## src/rtl/core/setq_pkg.sv

```systemverilog
// shared types and codes of the sorted expiry timer queue
package setq_pkg;

    localparam int ID_BITS   = 5;
    localparam int NUM_IDS   = 32;
    localparam int OP_BITS   = 2;
    localparam int STAT_BITS = 3;

    localparam logic [OP_BITS-1:0] OP_ADD    = 2'd0;
    localparam logic [OP_BITS-1:0] OP_ADJUST = 2'd1;
    localparam logic [OP_BITS-1:0] OP_DELETE = 2'd2;
    localparam logic [OP_BITS-1:0] OP_TICK   = 2'd3;

    localparam logic [STAT_BITS-1:0] STAT_DONE    = 3'd0;
    localparam logic [STAT_BITS-1:0] STAT_EXPIRED = 3'd1;
    localparam logic [STAT_BITS-1:0] STAT_NONE    = 3'd2;
    localparam logic [STAT_BITS-1:0] STAT_FULL    = 3'd3;
    localparam logic [STAT_BITS-1:0] STAT_UNKNOWN = 3'd4;
    localparam logic [STAT_BITS-1:0] STAT_IN_USE  = 3'd5;

    typedef struct packed {
        logic insert;
        logic remove;
    } setq_cmd_t;

endpackage

```

## src/rtl/core/sorted_expiry_timer_queue.sv

```systemverilog
// top level of the sorted expiry timer queue
//
// Input channel s_*: one item per operation (add, adjust, delete, tick).
// Result channel m_*: add, adjust and delete give one item with tlast set;
// a tick gives one expired item per removed timer, tlast on the final one,
// or a single none-expired item when nothing is due.
// Timers sit in a chain of CAPACITY cells sorted by expiry; an insert or a
// removal shifts every cell past its point by one cell, all together.
// Add and delete write their result register directly; adjust removes the
// timer, then reinserts it in the ADJ state; a tick is accepted, then the
// TICK state compares the head and gives one item per expired timer.
// Throughput: one add or delete per cycle while the receiver takes each
// result; an adjust or a tick holds off new input items until it is done.
// Reset empties the chain and the id table at once; no sweep is needed.
// While the receiver stalls the result register holds its item, a tick pauses
// between expired items and no new input item is taken.
module sorted_expiry_timer_queue #(
    parameter int CAPACITY  = 32,
    parameter int TIME_BITS = 32
) (
    input  logic        aclk,
    input  logic        aresetn,
    input  logic        s_tvalid,
    output logic        s_tready,
    input  logic [71:0] s_tdata,   // operation, timer_id, expire_time, now
    output logic        m_tvalid,
    input  logic        m_tready,
    output logic [7:0]  m_tdata,   // status, expired_id
    output logic        m_tlast
);
    import setq_pkg::*;

    localparam logic [1:0] ST_IDLE = 2'd0;
    localparam logic [1:0] ST_ADJ  = 2'd1;
    localparam logic [1:0] ST_TICK = 2'd2;

    logic [1:0]           state_reg;
    logic [1:0]           state_next;
    logic [NUM_IDS-1:0]   in_use_reg;
    logic [NUM_IDS-1:0]   in_use_next;
    logic                 m_valid_reg;
    logic                 m_valid_next;
    logic [STAT_BITS-1:0] m_status_reg;
    logic [STAT_BITS-1:0] m_status_next;
    logic [ID_BITS-1:0]   m_id_reg;
    logic [ID_BITS-1:0]   m_id_next;
    logic                 m_last_reg;
    logic                 m_last_next;
    logic [TIME_BITS-1:0] time_reg;
    logic [ID_BITS-1:0]   hold_id_reg;

    logic [OP_BITS-1:0]   op_in;
    logic [ID_BITS-1:0]   id_in;
    logic [TIME_BITS-1:0] exp_in;
    logic [TIME_BITS-1:0] now_in;

    setq_cmd_t            cmd;
    logic                 pop;
    logic [TIME_BITS-1:0] new_exp;
    logic [ID_BITS-1:0]   new_id;
    logic                 accept;
    logic                 out_free;
    logic                 head_due;
    logic                 next_due;

    logic [CAPACITY-1:0]  cell_valid;
    logic [TIME_BITS-1:0] cell_exp [CAPACITY];
    logic [ID_BITS-1:0]   cell_id  [CAPACITY];
    logic [CAPACITY:0]    gt_chain;
    logic [CAPACITY:0]    hit_chain;

    assign op_in  = s_tdata[1:0];
    assign id_in  = s_tdata[6:2];
    assign exp_in = TIME_BITS'(s_tdata[38:7]);
    assign now_in = TIME_BITS'(s_tdata[70:39]);

    assign out_free = !m_valid_reg || m_tready;
    assign s_tready = (state_reg == ST_IDLE) && out_free;
    assign accept   = s_tvalid && s_tready;

    assign new_exp = (state_reg == ST_IDLE) ? exp_in : time_reg;
    assign new_id  = (state_reg == ST_IDLE) ? id_in : hold_id_reg;

    assign head_due = cell_valid[0] && (cell_exp[0] <= time_reg);
    assign next_due = cell_valid[1] && (cell_exp[1] <= time_reg);

    assign gt_chain[0]  = 1'b0;
    assign hit_chain[0] = pop;

    genvar gi;
    generate
        for (gi = 0; gi < CAPACITY; gi++) begin : g_cell
            logic                 lv;
            logic [TIME_BITS-1:0] le;
            logic [ID_BITS-1:0]   li;
            logic                 rv;
            logic [TIME_BITS-1:0] re;
            logic [ID_BITS-1:0]   ri;

            if (gi == 0) begin : g_first
                assign lv = 1'b0;
                assign le = '0;
                assign li = '0;
            end else begin : g_mid
                assign lv = cell_valid[gi-1];
                assign le = cell_exp[gi-1];
                assign li = cell_id[gi-1];
            end

            if (gi == CAPACITY - 1) begin : g_end
                assign rv = 1'b0;
                assign re = '0;
                assign ri = '0;
            end else begin : g_inner
                assign rv = cell_valid[gi+1];
                assign re = cell_exp[gi+1];
                assign ri = cell_id[gi+1];
            end

            setq_cell #(
                .TIME_BITS(TIME_BITS)
            ) u_cell (
                .aclk        (aclk),
                .aresetn     (aresetn),
                .cmd         (cmd),
                .new_exp     (new_exp),
                .new_id      (new_id),
                .left_valid  (lv),
                .left_exp    (le),
                .left_id     (li),
                .left_gt     (gt_chain[gi]),
                .right_valid (rv),
                .right_exp   (re),
                .right_id    (ri),
                .hit_in      (hit_chain[gi]),
                .valid       (cell_valid[gi]),
                .exp_out     (cell_exp[gi]),
                .id_out      (cell_id[gi]),
                .gt          (gt_chain[gi+1]),
                .hit_out     (hit_chain[gi+1])
            );
        end
    endgenerate

    always_comb begin
        state_next    = state_reg;
        in_use_next   = in_use_reg;
        m_valid_next  = m_valid_reg && !m_tready;
        m_status_next = m_status_reg;
        m_id_next     = m_id_reg;
        m_last_next   = m_last_reg;
        cmd           = '0;
        pop           = 1'b0;
        case (state_reg)
            ST_IDLE: begin
                if (accept) begin
                    case (op_in)
                        OP_ADD: begin
                            m_valid_next = 1'b1;
                            m_id_next    = id_in;
                            m_last_next  = 1'b1;
                            if (in_use_reg[id_in]) begin
                                m_status_next = STAT_IN_USE;
                            end else if (cell_valid[CAPACITY-1]) begin
                                m_status_next = STAT_FULL;
                            end else begin
                                cmd.insert         = 1'b1;
                                in_use_next[id_in] = 1'b1;
                                m_status_next      = STAT_DONE;
                            end
                        end
                        OP_ADJUST: begin
                            if (!in_use_reg[id_in]) begin
                                m_valid_next  = 1'b1;
                                m_id_next     = id_in;
                                m_last_next   = 1'b1;
                                m_status_next = STAT_UNKNOWN;
                            end else begin
                                cmd.remove = 1'b1;
                                state_next = ST_ADJ;
                            end
                        end
                        OP_DELETE: begin
                            m_valid_next = 1'b1;
                            m_id_next    = id_in;
                            m_last_next  = 1'b1;
                            if (!in_use_reg[id_in]) begin
                                m_status_next = STAT_UNKNOWN;
                            end else begin
                                cmd.remove         = 1'b1;
                                in_use_next[id_in] = 1'b0;
                                m_status_next      = STAT_DONE;
                            end
                        end
                        OP_TICK: begin
                            state_next = ST_TICK;
                        end
                        default: begin
                            state_next = ST_IDLE;
                        end
                    endcase
                end
            end
            ST_ADJ: begin
                cmd.insert    = 1'b1;
                m_valid_next  = 1'b1;
                m_id_next     = hold_id_reg;
                m_last_next   = 1'b1;
                m_status_next = STAT_DONE;
                state_next    = ST_IDLE;
            end
            ST_TICK: begin
                if (out_free) begin
                    m_valid_next = 1'b1;
                    if (head_due) begin
                        cmd.remove              = 1'b1;
                        pop                     = 1'b1;
                        in_use_next[cell_id[0]] = 1'b0;
                        m_status_next           = STAT_EXPIRED;
                        m_id_next               = cell_id[0];
                        m_last_next             = !next_due;
                        if (!next_due) begin
                            state_next = ST_IDLE;
                        end
                    end else begin
                        m_status_next = STAT_NONE;
                        m_id_next     = '0;
                        m_last_next   = 1'b1;
                        state_next    = ST_IDLE;
                    end
                end
            end
            default: begin
                state_next = ST_IDLE;
            end
        endcase
    end

    always_ff @(posedge aclk) begin
        if (!aresetn) begin
            state_reg   <= ST_IDLE;
            in_use_reg  <= '0;
            m_valid_reg <= 1'b0;
        end else begin
            state_reg   <= state_next;
            in_use_reg  <= in_use_next;
            m_valid_reg <= m_valid_next;
        end
    end

    always_ff @(posedge aclk) begin
        m_status_reg <= m_status_next;
        m_id_reg     <= m_id_next;
        m_last_reg   <= m_last_next;
        if (accept) begin
            time_reg    <= (op_in == OP_TICK) ? now_in : exp_in;
            hold_id_reg <= id_in;
        end
    end

    assign m_tvalid = m_valid_reg;
    assign m_tdata  = {m_id_reg, m_status_reg};
    assign m_tlast  = m_last_reg;

    // id table and chain agree except mid-adjust
    assert property (@(posedge aclk) disable iff (!aresetn)
        (state_reg != ST_ADJ) |-> ($countones(in_use_reg) == $countones(cell_valid)))
        else $error("id table out of step with timer chain");

    // occupied cells form one block from the head
    assert property (@(posedge aclk) disable iff (!aresetn)
        ((cell_valid >> 1) & ~cell_valid) == '0)
        else $error("gap in timer chain");

    // a removal always finds its timer
    assert property (@(posedge aclk) disable iff (!aresetn)
        cmd.remove |-> hit_chain[CAPACITY])
        else $error("removal found no timer");

    // an insert always finds the tail cell empty or later than the new timer
    assert property (@(posedge aclk) disable iff (!aresetn)
        cmd.insert |-> gt_chain[CAPACITY])
        else $error("insert into full chain");

endmodule

```

## src/rtl/core/setq_cell.sv

```systemverilog
// one slot of the sorted timer chain: holds a timer, shifts right on insert, left on remove
module setq_cell #(
    parameter int TIME_BITS = 32
) (
    input  logic                          aclk,
    input  logic                          aresetn,
    input  setq_pkg::setq_cmd_t           cmd,
    input  logic [TIME_BITS-1:0]          new_exp,
    input  logic [setq_pkg::ID_BITS-1:0]  new_id,
    input  logic                          left_valid,
    input  logic [TIME_BITS-1:0]          left_exp,
    input  logic [setq_pkg::ID_BITS-1:0]  left_id,
    input  logic                          left_gt,
    input  logic                          right_valid,
    input  logic [TIME_BITS-1:0]          right_exp,
    input  logic [setq_pkg::ID_BITS-1:0]  right_id,
    input  logic                          hit_in,
    output logic                          valid,
    output logic [TIME_BITS-1:0]          exp_out,
    output logic [setq_pkg::ID_BITS-1:0]  id_out,
    output logic                          gt,
    output logic                          hit_out
);
    import setq_pkg::*;

    logic                 valid_reg;
    logic                 valid_next;
    logic [TIME_BITS-1:0] exp_reg;
    logic [TIME_BITS-1:0] exp_next;
    logic [ID_BITS-1:0]   id_reg;
    logic [ID_BITS-1:0]   id_next;

    // slot is past the insert point when empty or strictly later
    assign gt      = !valid_reg || (exp_reg > new_exp);
    assign hit_out = hit_in || (valid_reg && (id_reg == new_id));

    always_comb begin
        valid_next = valid_reg;
        exp_next   = exp_reg;
        id_next    = id_reg;
        if (cmd.insert && gt) begin
            if (left_gt) begin
                valid_next = left_valid;
                exp_next   = left_exp;
                id_next    = left_id;
            end else begin
                valid_next = 1'b1;
                exp_next   = new_exp;
                id_next    = new_id;
            end
        end else if (cmd.remove && hit_out) begin
            valid_next = right_valid;
            exp_next   = right_exp;
            id_next    = right_id;
        end
    end

    always_ff @(posedge aclk) begin
        if (!aresetn) begin
            valid_reg <= 1'b0;
        end else begin
            valid_reg <= valid_next;
        end
    end

    always_ff @(posedge aclk) begin
        exp_reg <= exp_next;
        id_reg  <= id_next;
    end

    assign valid   = valid_reg;
    assign exp_out = exp_reg;
    assign id_out  = id_reg;

endmodule
```

## config.mk

```make
export PLATFORM = sky130hd
export DESIGN_NAME = sorted_expiry_timer_queue
export DESIGN_NICKNAME = d
export VERILOG_FILES = /design/src/rtl/core/setq_pkg.sv /design/src/rtl/core/sorted_expiry_timer_queue.sv /design/src/rtl/core/setq_cell.sv
export SDC_FILE = /design/constraint.sdc
export NUM_CORES = 2
export LEC_CHECK = 0
export BUFFER_PORTS_ARGS = -buffer_cell sky130_fd_sc_hd__buf_2
export CORE_MARGIN = 5
export CORE_UTILIZATION = 45
export CTS_BUF_LIST = sky130_fd_sc_hd__clkbuf_8 sky130_fd_sc_hd__clkbuf_16
export CTS_CLUSTER_DIAMETER = 120
export CTS_CLUSTER_SIZE = 28
export DETAILED_ROUTE_END_ITERATION = 16
export GPL_TIMING_DRIVEN = 1
export PLACE_DENSITY_LB_ADDON = 0.25
export SYNTH_ARGS = -nofsm -noshare
export SYNTH_HDL_FRONTEND = slang
export SYNTH_SLANG_ARGS = --single-unit
```

## constraint.sdc

```tcl
create_clock -name aclk -period 12.7 [get_ports aclk]
set_clock_uncertainty 0.05 [all_clocks]
set_input_delay 3.175 -clock aclk [delete_from_list [all_inputs] [get_ports aclk]]
set_output_delay 3.175 -clock aclk [all_outputs]
set_load 0.05 [all_outputs]
```

Word level (Yosys, flattened, before mapping)
Index checks and enable logic that the tools add are counted.
W data, S select, Z words.
Operators by class
  equal/unequal tests: 50
  reductions and logical operators: 245
  bitwise operators: 5
  $lt $le $gt $ge: 38
  multiplexer cells: 346
Operator list (number)
  $mux W32: 103
  $gt A32 B32 Y1: 32
  $mux W5: 100
  $eq A5 B5 Y1: 32
  $pmux W32 S2: 2
  $mux W1: 113
  $logic_and A1 B1 Y1: 103
  $reduce_bool A2 Y1: 33
  $logic_or A1 B1 Y1: 65
  $and A32 B32 Y32: 2
  $le A32 B32 Y1: 2
  $not A32 Y32: 2
  $logic_not A1 Y1: 35
  $or A32 B32 Y32: 1
  $ne A3 B3 Y1 const B: 6
  $pmux W3 S3: 2
  $mux W2: 8
  $mux W3: 5
  $pmux W5 S3: 1
  $reduce_and A5 Y1: 3
  $lt A5 B6 Y1 const B: 2
  $demux W1 S5: 2
  $ge A5 B1 Y1 const B: 2
  $pmux W5 S2: 1
  14 further kinds: 27
Word-level totals
  output and inout bits: 11
  logic and storage cells: 788
  bits of input ports: 76
  register bits after elaboration: 1297

Depth between registers and ports, before layout
  depth in word-level cells: 40
  mapped depth: 23
  depth with buffers taken out: 16

Cells and area by module
From an unflattened synthesis, not the netlist that was laid out.
Unflattened totals
  cell total of the unflattened synthesis: 10271
  area total of the unflattened synthesis: 101885.2 um^2
By module, submodules not included
  setq_cell (g_cell[0].u_cell ...): cells each 296, area an instance 2972.9 um^2, sequential area each 1131.1 um^2, instances 31
  sorted_expiry_timer_queue: cells each 811, area an instance 6804.0 um^2, sequential area each 2082.0 um^2, instances 1
  setq_cell (g_cell[23].u_cell): cells each 284, area an instance 2922.8 um^2, sequential area each 1131.1 um^2, instances 1

Worst setup path before layout
Ideal clock, no wire load.
  path kind: input to register
  start: input s_tdata[16]
  end: register g_cell[10].u_cell.exp_reg[0] (enable)
  cell stages on the path: 16
  library setup time: 0.718 ns
  data arrival time: 8.010 ns
  setup slack: 3.922 ns
  required time: 11.932 ns
  path buffers: 3
  path through: nand2_1 > o21ai_1 > clkinv_1 > clkbuf_1 > ha_1 > a21o_1 > a21o_1 > a21oi_1 > o21ai_1 > a21o_1 > a221oi_1 > nor2_1 > o311ai_1 > clkbuf_1 > buf_2 > o21ai_0
Between the ends
  longest elaborated chain between the ends: 5
Ends and longest elaborated chain
  start, declared: line sorted_expiry_timer_queue.sv:25  | input logic [71:0] s_tdata,
  $mux W32: line sorted_expiry_timer_queue.sv:81  | assign new_exp = (state_reg == ST_IDLE) ? exp_in : time_reg;
  $gt A32 B32 Y1: line setq_cell.sv:34  | assign gt = !valid_reg || (exp_reg > new_exp);
  $logic_or A1 B1 Y1: line setq_cell.sv:34
  $logic_and A1 B1 Y1: line setq_cell.sv:41  | if (cmd.insert && gt) begin
  $reduce_bool A2 Y1 (no source line)
  end signal, assigned: line setq_cell.sv:67  | exp_reg <= exp_next;
  end, declared: line setq_cell.sv:28  | logic [TIME_BITS-1:0] exp_reg;
No other way between the ends.
A chain may end at the register's enable or synchronous reset.

Worst setup path in the final report
  start: input s_tdata[31]
  end: register g_cell[14].u_cell.exp_reg[26] (enable)
Between the ends
  longest elaborated chain between the ends: 5
Ends and longest elaborated chain (line)
  $mux W32: sorted_expiry_timer_queue.sv:81
  $gt A32 B32 Y1: setq_cell.sv:34
  $logic_or A1 B1 Y1: setq_cell.sv:34
  $logic_and A1 B1 Y1: setq_cell.sv:41
  $reduce_bool A2 Y1 (no source line)
  end signal, assigned: setq_cell.sv:67
  end, declared: setq_cell.sv:28
No other way between the ends.

==> flow_summary.yaml <==
finish:
  area_growth_pct: 6.15
  layout.nets: 10600
  largest_reg_flops: 1024
  instances_no_fill: 12100
  layout-drive-gt1-share: 0.0862
  final_area_um2: 98200
worst_setup_path:
  reg2reg_to: "g_cell[14].u_cell.exp_out[26]"
  arrival_ns: 8.95
  start_kind: "input pin"
  crit_fanout: 39
  path_class: "in -> reg"
  r2r_cells: 18
  endpoint_kind: "flop"
  cp.required_ns: 12.93
  r2r_slack_ns: 4.49
  r2r-start: "state_reg[0]"
synthesis:
  syn_area_um2: 92500
  synth_area_leaders: "edfxtp_1 (40%), ha_1 (15%), o21ai_0 (7.9%)"
  yosysTopAreaCell: "edfxtp_1"
  synth_nets: 10800
  ys_seq_area_frac: 0.414
  synth_top_family_by_area: "compound AO/OA/AOI/OAI gates"
  synth_cell_types: 92
  synth_edf_count: 1230
  synth_cells: 9601
  synthAdderAreaFrac: 0.148
  synthTopCellsByCount: "nand2_1 (1473), o21ai_0 (1453), edfxtp_1 (1230)"
  async_flop_share: 0
  syn_area_per_cell_um2: 9.63
  yosysMostFrequentCell: "nand2_1"
  synth_compound_gate_area_share: 0.173
  synth_mux_area_frac: 0.0853
  synth_xor_area_frac: 0.0152
  synth_simple_gate_area_frac: 0.130
  synth_top_area_frac: 0.399
  yosys_register_bits: 1297
  yosys_warnings: 0
  synth_ff_type: "edfxtp_1"
placed_design:
  gp_congestion: 0.939
  dp_cells: 12000
  dpl-instance-area_um2: 96400
  portBuffers: 85
  preCtsSetupSlack_ns: 3.35
  dp_hpwl_um: 243000
timing:
  period_needed_ns: 8.72
  setup_ws_ns: 3.98
  max_slew_margin: 0.119
  rsz0062_at_grt: "no"
  whs_ns: 0.452
  tns_ns: 0
  finalCritPeriodShare: 0.687
  finalHoldViolCount: 0
  fmax_ghz: 0.115
  worstMarginPinSlew_ns: 1.32
  slew_viol_final: 0
  setup_viol_count_final: 0
die:
  die_area_um2: 215000
  rows: 166
  core_um2: 205000
  die_h_um: 463
  pin_count: 87
  initial_utilization: 0.452
  die_x_um: 463
min_path:
  min_path_cells: 1
  hold_path.class: "reg -> reg"
global_route:
  gr-total-overflow: 0
  globalRouteTotalUtil: 0.298
  grt_max_degree: 78
  grt_pass1_vias: 72000
  antenna_found_initial: 8
  grt_pass1_wl_um: 487000
routing:
  drc: 0
  first_pass_iters: 7
  wirelength_um: 335000
  viasPerCell: 6.37
  wire_per_inst_um: 27.6
  via_count: 77300
  detail-route-antenna-nets: 0
  drtIter0Drc: 10200
clocking:
  cts_setup_buffers: 0
  numCtsBuffers: 54
  clk_pin_slew_ns: 0.11
  ctsRootBufferMaster: "clkbuf_16"
  htree_num_levels: 2
  clk_latency_ns: 0.77
  clkSinkCount: 1297
  cts_resized: 0
  clock_path_buffers: 3
  cts_tree: "yes"
  ctsHoldBuffers: 0
status:
  status: "finished clean"
power:
  ir_drop_v: 0.000134
  powerDensity_nw_per_um2: 228
  p_leak_uw: 0.0378
job:
  max_cap_violations: 0
-- kinds of logic after synthesis --
| kind of cell | Yosys count |
|---|---|
| mux | 741 |
| buf+inv | 772 |
| flops | 1297 |
| simple gates | 2723 |
| fa+ha+maj | 1096 |
| compound gates | 2812 |
| xor+xnor | 160 |
-- through the flow --
step	util	total power, uW
floorplan	-	15400
global placement	0.471	19200
detailed placement	0.471	19700
CTS	0.480	22000
global route	0.480	23700
finish	0.480	22300
-- power by group --
part	internal [uW]	leakage [uW]	total [uW]	switching, uW
Combinational	4090	0.0248	11500	7440
Clock	891	0.000953	2380	1490
Sequential	6830	0.0121	8430	1590
-- cell type report --
cell class,instances,area [um2]
repair buffers,319,2240
clock inverters,39,219
inverters,187,702
fillers,19100,106000
clock buffers,62,1510
flip-flops and latches,1297,38300
diodes,10,25.0
well taps,2688,3360
multi-input cells,7532,51800
-- cell usage in the layout (no fill, tap or decap), types with 184 or more instances in the layout --
cell	instances
mux2i_1	474
buf_4	229
inv_1	184
ha_1	1095
nand4_1	195
a21o_1	222
o21ai_0	1446
nor2_1	502
edfxtp_1	1230
nand2_1	1463
a21oi_1	590
mux2_2	243
-- worst max-delay path, cell delays in order --
cell      delay, ns
buf_2          0.09
nand2_1        0.09
o21ai_4        0.10
buf_4          0.54
inv_2          0.53
buf_4          0.44
ha_1           0.35
nand4_1        0.08
nor2_1         0.14
and3_1         0.20
inv_1          0.05
nor3_1         0.36
nand2_1        0.11
nor3_1         0.15
o21a_2         0.15
buf_4          0.56
or2_1          0.92
nand2b_2       0.82
-- worst max path at each step --
stage / depth (start not counted) / slack (ns) / startpoint / endpoint
3_3_place_gp: 18 / 3.46 / s_tdata[31] / g_cell[14].u_cell.exp_out[17]
4_1_cts: 18 / 4.15 / s_tdata[31] / g_cell[14].u_cell.id_out[4]
5_1_grt: 18 / 3.65 / s_tdata[31] / g_cell[14].u_cell.exp_out[20]
2_1_floorplan: 16 / 3.92 / s_tdata[16] / g_cell[10].u_cell.exp_out[0]
3_5_place_dp: 18 / 3.35 / s_tdata[31] / g_cell[14].u_cell.exp_out[19]
6_report: 18 / 3.98 / s_tdata[31] / g_cell[14].u_cell.exp_out[26]
-- layer usage --
metal | global-route usage | routed length, um | up-vias | part of all wire
li1 | - | - | 35200 | -
met1 | 0.428 | 141000 | 37300 | 0.42
met2 | 0.426 | 137000 | 4099 | 0.41
met3 | 0.0711 | 39400 | 641 | 0.12
met4 | 0.132 | 17200 | 4 | 0.051
met5 | 0 | 183 | - | 0.00055
Power figures use the tool's default switching activity.
